===== config.mk =====
export PLATFORM = sky130hd
export DESIGN_NAME = scse_ctrl
export DESIGN_NICKNAME = d
export VERILOG_FILES = /design/src/design/scse_pkg.sv /design/src/design/scse_ctrl.sv
export SDC_FILE = /design/constraint.sdc
export NUM_CORES = 1
export LEC_CHECK = 0
export BUFFER_PORTS_ARGS = -buffer_cell sky130_fd_sc_hd__buf_2
export CORE_MARGIN = 3
export CORE_UTILIZATION = 49
export CTS_CLUSTER_SIZE = 24
export DETAILED_ROUTE_END_ITERATION = 6
export PLACE_DENSITY = 0.95
export SYNTH_ARGS = -nofsm -noshare
export SYNTH_HDL_FRONTEND = slang
export SYNTH_SLANG_ARGS = --single-unit

===== constraint.sdc =====
create_clock -name clk -period 3.27 [get_ports clk]
set_input_delay 0.4905 -clock clk [delete_from_list [all_inputs] [get_ports clk]]
set_output_delay 0.4905 -clock clk [all_outputs]
set_load 0.03 [all_outputs]

===== src/design/scse_pkg.sv =====
// Shared constants, codes and interface types of the symmetric CSR element store.
`timescale 1ns / 1ps
package scse_pkg;

    localparam int MAX_ROWS    = 1024;
    localparam int MAX_ENTRIES = 16384;
    localparam int MAX_ROW_LEN = 64;

    localparam int FUNC_W = 3;
    localparam int ROW_W  = 11;
    localparam int COL_W  = 10;
    localparam int POS_W  = 15;
    localparam int VAL_W  = 64;
    localparam int ST_W   = 2;
    localparam int RS_AW  = $clog2(MAX_ROWS + 1);
    localparam int EA_W   = $clog2(MAX_ENTRIES);

    localparam int IN_DATA_W  = 104;
    localparam int OUT_DATA_W = 72;
    localparam int CFG_AW     = 3;

    localparam logic [CFG_AW-1:0] REG_MATRIX_ROWS = 3'd0;

    typedef enum logic [2:0]
    {
        FN_LD_START,
        FN_LD_COL,
        FN_SET,
        FN_ADD,
        FN_GET,
        FN_CLR_ROW,
        FN_CLR_COL,
        FN_CLR_VAL
    } func_t;

    typedef enum logic [1:0]
    {
        ST_OK,
        ST_INDEX,
        ST_LOWER,
        ST_SAT
    } status_t;

    typedef enum logic [3:0]
    {
        S_INIT,
        S_IDLE,
        S_DECODE,
        S_RS0,
        S_RS1,
        S_RS2,
        S_RS3,
        S_SCAN,
        S_POST,
        S_AWR,
        S_GRD,
        S_CLR,
        S_SWEEP,
        S_DONE
    } state_t;

    typedef enum logic [1:0]
    {
        EA_FPOS,
        EA_CPTR,
        EA_SWEEP
    } ev_addr_t;

    typedef enum logic [1:0]
    {
        ED_ZERO,
        ED_VALUE,
        ED_SUM
    } ev_data_t;

    typedef struct packed
    {
        logic     accept;
        logic     rs_wr;
        logic     ci_wr;
        logic     rs_rd;
        logic     rs_rd_next;
        logic     cap_start;
        logic     span_load;
        logic     span_empty;
        logic     scan_en;
        logic     ev_rd;
        logic     ev_wr;
        ev_addr_t ev_asel;
        ev_data_t ev_dsel;
        logic     clr_init;
        logic     clr_inc;
        logic     sweep_inc;
        logic     i_clr;
        logic     i_inc;
        logic     cap_rd;
        logic     st_set;
        status_t  st_code;
        logic     out_load;
    } cmd_t;

    typedef struct packed
    {
        func_t func;
        logic  lower;
        logic  ld_start_ok;
        logic  ld_col_ok;
        logic  row_ok;
        logic  srch_done;
        logic  found;
        logic  sat;
        logic  clr_last;
        logic  sweep_last;
        logic  i_last;
    } stat_t;

endpackage


===== src/design/scse_ctrl.sv =====
// Controller: sequences decode, row search, value update, sweeps and result hand-off.
`timescale 1ns / 1ps
module scse_ctrl
(
    input  logic            clk,
    input  logic            rst_n,
    input  logic            in_valid,
    output logic            in_ready,
    output logic            out_valid,
    input  logic            out_ready,
    input  scse_pkg::stat_t stat,
    output scse_pkg::cmd_t  cmd
);
    import scse_pkg::*;

    state_t state_reg;
    state_t state_next;
    logic   out_valid_reg;
    logic   out_valid_next;

    always_ff @(posedge clk or negedge rst_n)
    begin
        if (!rst_n)
        begin
            state_reg     <= S_INIT;
            out_valid_reg <= 1'b0;
        end
        else
        begin
            state_reg     <= state_next;
            out_valid_reg <= out_valid_next;
        end
    end

    always_comb
    begin
        state_next = state_reg;
        cmd        = '0;
        in_ready   = 1'b0;
        unique case (state_reg)
            S_INIT:
            begin
                cmd.ev_wr     = 1'b1;
                cmd.ev_asel   = EA_SWEEP;
                cmd.sweep_inc = 1'b1;
                if (stat.sweep_last)
                    state_next = S_IDLE;
            end
            S_IDLE:
            begin
                in_ready = 1'b1;
                if (in_valid)
                begin
                    cmd.accept = 1'b1;
                    state_next = S_DECODE;
                end
            end
            S_DECODE:
            begin
                state_next = S_RS0;
                unique case (stat.func)
                    FN_LD_START:
                    begin
                        state_next = S_DONE;
                        if (stat.ld_start_ok)
                            cmd.rs_wr = 1'b1;
                        else
                        begin
                            cmd.st_set  = 1'b1;
                            cmd.st_code = ST_INDEX;
                        end
                    end
                    FN_LD_COL:
                    begin
                        state_next = S_DONE;
                        if (stat.ld_col_ok)
                            cmd.ci_wr = 1'b1;
                        else
                        begin
                            cmd.st_set  = 1'b1;
                            cmd.st_code = ST_INDEX;
                        end
                    end
                    FN_SET, FN_ADD:
                    begin
                        if (stat.lower)
                        begin
                            cmd.st_set  = 1'b1;
                            cmd.st_code = ST_LOWER;
                            state_next  = S_DONE;
                        end
                    end
                    FN_CLR_COL: cmd.i_clr = 1'b1;
                    FN_CLR_VAL: state_next = S_SWEEP;
                    default:    state_next = S_RS0;
                endcase
            end
            S_RS0:
            begin
                if (stat.row_ok)
                begin
                    cmd.rs_rd  = 1'b1;
                    state_next = S_RS1;
                end
                else
                begin
                    cmd.span_empty = 1'b1;
                    state_next     = S_SCAN;
                end
            end
            S_RS1:
            begin
                // Start pointer is in the read register now; fetch the end pointer.
                cmd.rs_rd_next = 1'b1;
                cmd.cap_start  = 1'b1;
                state_next     = S_RS2;
            end
            S_RS2:
            begin
                state_next = S_RS3;
            end
            S_RS3:
            begin
                cmd.span_load = 1'b1;
                state_next    = S_SCAN;
            end
            S_SCAN:
            begin
                cmd.scan_en = 1'b1;
                if (stat.srch_done)
                    state_next = S_POST;
            end
            S_POST:
            begin
                state_next = S_DONE;
                unique case (stat.func)
                    FN_SET:
                    begin
                        if (stat.found)
                        begin
                            cmd.ev_wr   = 1'b1;
                            cmd.ev_dsel = ED_VALUE;
                        end
                        else
                        begin
                            cmd.st_set  = 1'b1;
                            cmd.st_code = ST_INDEX;
                        end
                    end
                    FN_ADD:
                    begin
                        if (stat.found)
                        begin
                            cmd.ev_rd  = 1'b1;
                            state_next = S_AWR;
                        end
                        else
                        begin
                            cmd.st_set  = 1'b1;
                            cmd.st_code = ST_INDEX;
                        end
                    end
                    FN_GET:
                    begin
                        if (stat.found)
                        begin
                            cmd.ev_rd  = 1'b1;
                            state_next = S_GRD;
                        end
                    end
                    FN_CLR_ROW:
                    begin
                        if (stat.found)
                        begin
                            cmd.clr_init = 1'b1;
                            state_next   = S_CLR;
                        end
                    end
                    FN_CLR_COL:
                    begin
                        if (stat.found)
                            cmd.ev_wr = 1'b1;
                        if (!stat.i_last)
                        begin
                            cmd.i_inc  = 1'b1;
                            state_next = S_RS0;
                        end
                    end
                    default: state_next = S_DONE;
                endcase
            end
            S_AWR:
            begin
                cmd.ev_wr   = 1'b1;
                cmd.ev_dsel = ED_SUM;
                if (stat.sat)
                begin
                    cmd.st_set  = 1'b1;
                    cmd.st_code = ST_SAT;
                end
                state_next = S_DONE;
            end
            S_GRD:
            begin
                cmd.cap_rd = 1'b1;
                state_next = S_DONE;
            end
            S_CLR:
            begin
                cmd.ev_wr   = 1'b1;
                cmd.ev_asel = EA_CPTR;
                cmd.clr_inc = 1'b1;
                if (stat.clr_last)
                    state_next = S_DONE;
            end
            S_SWEEP:
            begin
                cmd.ev_wr     = 1'b1;
                cmd.ev_asel   = EA_SWEEP;
                cmd.sweep_inc = 1'b1;
                if (stat.sweep_last)
                    state_next = S_DONE;
            end
            S_DONE:
            begin
                if (!out_valid_reg || out_ready)
                begin
                    cmd.out_load = 1'b1;
                    state_next   = S_IDLE;
                end
            end
            default: state_next = S_IDLE;
        endcase
    end

    always_comb
    begin
        out_valid_next = out_valid_reg;
        if (cmd.out_load)
            out_valid_next = 1'b1;
        else if (out_ready)
            out_valid_next = 1'b0;
    end

    assign out_valid = out_valid_reg;

endmodule


==> results.sh <==
export IMPL_ys_flop_type="dfrtp_1"
export IMPL_grt_pass1_wl_microns=3930
export IMPL_clock_skew_final_ns=0.00432
export IMPL_min_period_ns=2.66
export IMPL_max_cap_viol_count=0
export IMPL_setup_violations=0
export IMPL_die_x_microns=48.7
export IMPL_synth_adder_area_share=0
export IMPL_first_global_vias=909
export IMPL_antenna_cells=0
export IMPL_dieHeight_microns=48.7
export IMPL_swShare=0.574
export IMPL_final_core_util=0.677
export IMPL_critPathBufInv=1
export IMPL_worst_pin_slew_ns=0.795
export IMPL_globalplace_congestion=0.856
export IMPL_hold_buffers=0
export IMPL_drt_initial_drc_count=31
export IMPL_ant_nets=0
export IMPL_dp_slack_ns=0.881
export IMPL_synth_edf_count=0
export IMPL_synth_warnings=0
export IMPL_largest_register_ff_count=4
export IMPL_path_depth=4
export IMPL_fp_dieArea_sq_um=2370
export IMPL_num_rows=14
export IMPL_htreeDepth=1
export IMPL_wl_per_cell_microns=12.8
export IMPL_cts_resized=0
export IMPL_final_nets=175
export IMPL_synth_top_family_by_area="simple AND/OR/NAND/NOR gates"
export IMPL_grt_antenna_before_repair=0
export IMPL_dr_pass1_iters=4
export IMPL_fmax_mhz=376
export IMPL_synth_cells=124
export IMPL_cp_slowest_cell="dfrtp_1"
export IMPL_grt_max_degree=24
export IMPL_yosysSeqAreaShare=0.140
export IMPL_grt_overflow_total=0
export IMPL_post_route_period_util=0.814
export IMPL_arrival_ns=2.17
export IMPL_p_int_mw=0.402
export IMPL_core_sq_um=1610
export IMPL_hold_path_class="in2async"
export IMPL_grt_usage=0.202
export IMPL_design_area_sq_um=1090
export IMPL_boundaryPins=44
export IMPL_required_ns=2.78
export IMPL_p_total_mw=0.945
export IMPL_clkTransAtPathRegs_ns=0.04
export IMPL_crit_path_max_fanout=23
export IMPL_dp_hpwl_microns=1810
export IMPL_cp_end_kind="primary output"
export IMPL_reg2regPathDepth=4
export IMPL_synth_top_area_frac=0.140
export IMPL_cp_top_family="simple AND/OR/NAND/NOR gates"
export IMPL_pwr_share_clk=0.074
export IMPL_power_leakage_nw=0.538
export IMPL_drc_errors=0
export IMPL_cp_start_kind="register"
export IMPL_numCtsBuffers=3
export IMPL_path_class="reg2out"
export IMPL_setup_tns_ns=0
export IMPL_avgSynthCellArea_sq_um=7.21
export IMPL_syn_area_sq_um=895
export IMPL_cts_root_buffer="clkbuf_4"
export IMPL_p_comb_frac=0.671
export IMPL_clockBufferDepth=2
export IMPL_setup_slack_ns=0.608
export IMPL_ir_drop_mv=0.773
export IMPL_clock_sinks=5
export IMPL_yosysUniqueCellTypes=44
export IMPL_final_hold_viol_count=0
export IMPL_status="finished, final reports clean"
export IMPL_muxShareOfSynthArea=0.0112
export IMPL_synth_compound_gate_area_share=0.248
export IMPL_start_util=0.555
export IMPL_crit_chain="nor4b_4 > nand2_1 > nor4b_1 > buf_2"
export IMPL_drive_gt1_frac=0.350
export IMPL_insertion_delay_ns=0.24
export IMPL_place_area_sq_um=1060
export IMPL_seqPwrFrac=0.255
export IMPL_synth_xor_area_frac=0
export IMPL_rsz0062_at_grt="no"
export IMPL_syn_num_nets=141
export IMPL_vias=1077
export IMPL_cpPeakStageDelay_ns=0.79
export IMPL_reg2reg_to="state_reg[0]"
export IMPL_powerDensity_nw_per_um2=866
export IMPL_maxSlewViolCount=0
export IMPL_area_growth_pct=22.0
export IMPL_reg2reg_setup_slack_ns=1.08
export IMPL_slew_headroom=0.470
export IMPL_netlist_top_cells_area="dfrtp_1, nor2_1, nand2_1"
export IMPL_port_buffers=43
export IMPL_cts_tree="yes"
export IMPL_ys_async_sr_fraction=1.00
export IMPL_r2r_start="state_reg[0]"
export IMPL_via_per_inst=5.95
export IMPL_ys_ff_latch=5
export IMPL_synth_area_leader_cell="dfrtp_1"
export IMPL_postCtsSetupRepairBufs=0
export IMPL_yosys_area_share_simple=0.492
export IMPL_p_switching_mw=0.543
export IMPL_routed_wl_microns=2320
==> power groups by stage <==
stage	sequential [mW]	combinational (mW)	clock [mW]
floorplan	0.123	0.637	0
global placement	0.233	0.617	0
detailed placement	0.238	0.633	0
CTS	0.236	0.636	0.0726
global route	0.255	0.693	0.0809
finish	0.241	0.634	0.0699
==> cells by family (layout without fill, tap and decap cells) <==
group,Yosys count,count (layout)
multiplexers,1,1
AND/OR/NAND/NOR,67,67
AO/OA/AOI/OAI,31,31
buffers and inverters,20,53
flip-flops,5,5
==> how the worst max path moves through the flow <==
stage | startpoint | endpoint | slack (ns)
floorplan | state_reg[2] | cmd[10] | 0.61
global placement | state_reg[3] | cmd[10] | 0.96
detailed placement | state_reg[3] | cmd[10] | 0.88
CTS | state_reg[3] | cmd[10] | 0.62
global route | state_reg[2] | cmd[3] | 0.38
finish | state_reg[3] | cmd[10] | 0.61
==> final cells by class <==
cell class                 count  area (sq um)
sequential                     5           125
fill                         133           520
inverter                       6          22.5
multi-input combinational     99           672
timing repair buffer          43           215
clock buffer                   4          26.3
tap                           24          30.0
==> per-layer routing <==
| layer | global-route usage | up-vias | wire length, microns |
|---|---|---|---|
| li1 | - | 524 | - |
| met1 | 0.246 | 497 | 992 |
| met2 | 0.328 | 50 | 1140 |
| met3 | 0.0613 | 6 | 148 |
| met4 | 0.0806 | 0 | 42 |
| met5 | 0 | - | 0 |
==> cell usage after synthesis, drive strengths merged (4+ instances only) <==
master and number:
nor3 6, a21oi 7, nand2b 8, inv 6, o21ai 6, clkbuf 5, buf 9, nor2 13
dfrtp 5, nor4b 4, nand3b 4, nand2 11
==> layout by cell type (no fill, tap or decap), types with 2 or more instances in the layout <==
cell	count
nor4b_1	2
dfrtp_1	5
o21a_1	2
nand2b_4	2
clkbuf_4	3
nor3_1	6
nor2b_1	3
o31ai_1	2
o211ai_1	3
a21oi_1	7
nand2_1	11
nand3b_1	4
nor4_1	3
o21ai_0	6
buf_2	43
nand2b_1	6
o32a_1	2
a21boi_0	2
or3_1	2
inv_1	6
nor3b_1	3
nor2_1	13
==> stage by stage <==
stage	instances	hold slack (ns)
floorplan	124	0.195
global placement	177	0.306
detailed placement	177	0.307
CTS	181	0.0473
global route	181	0.0435
finish	181	0.0517
Power figures use the tool's default switching activity.
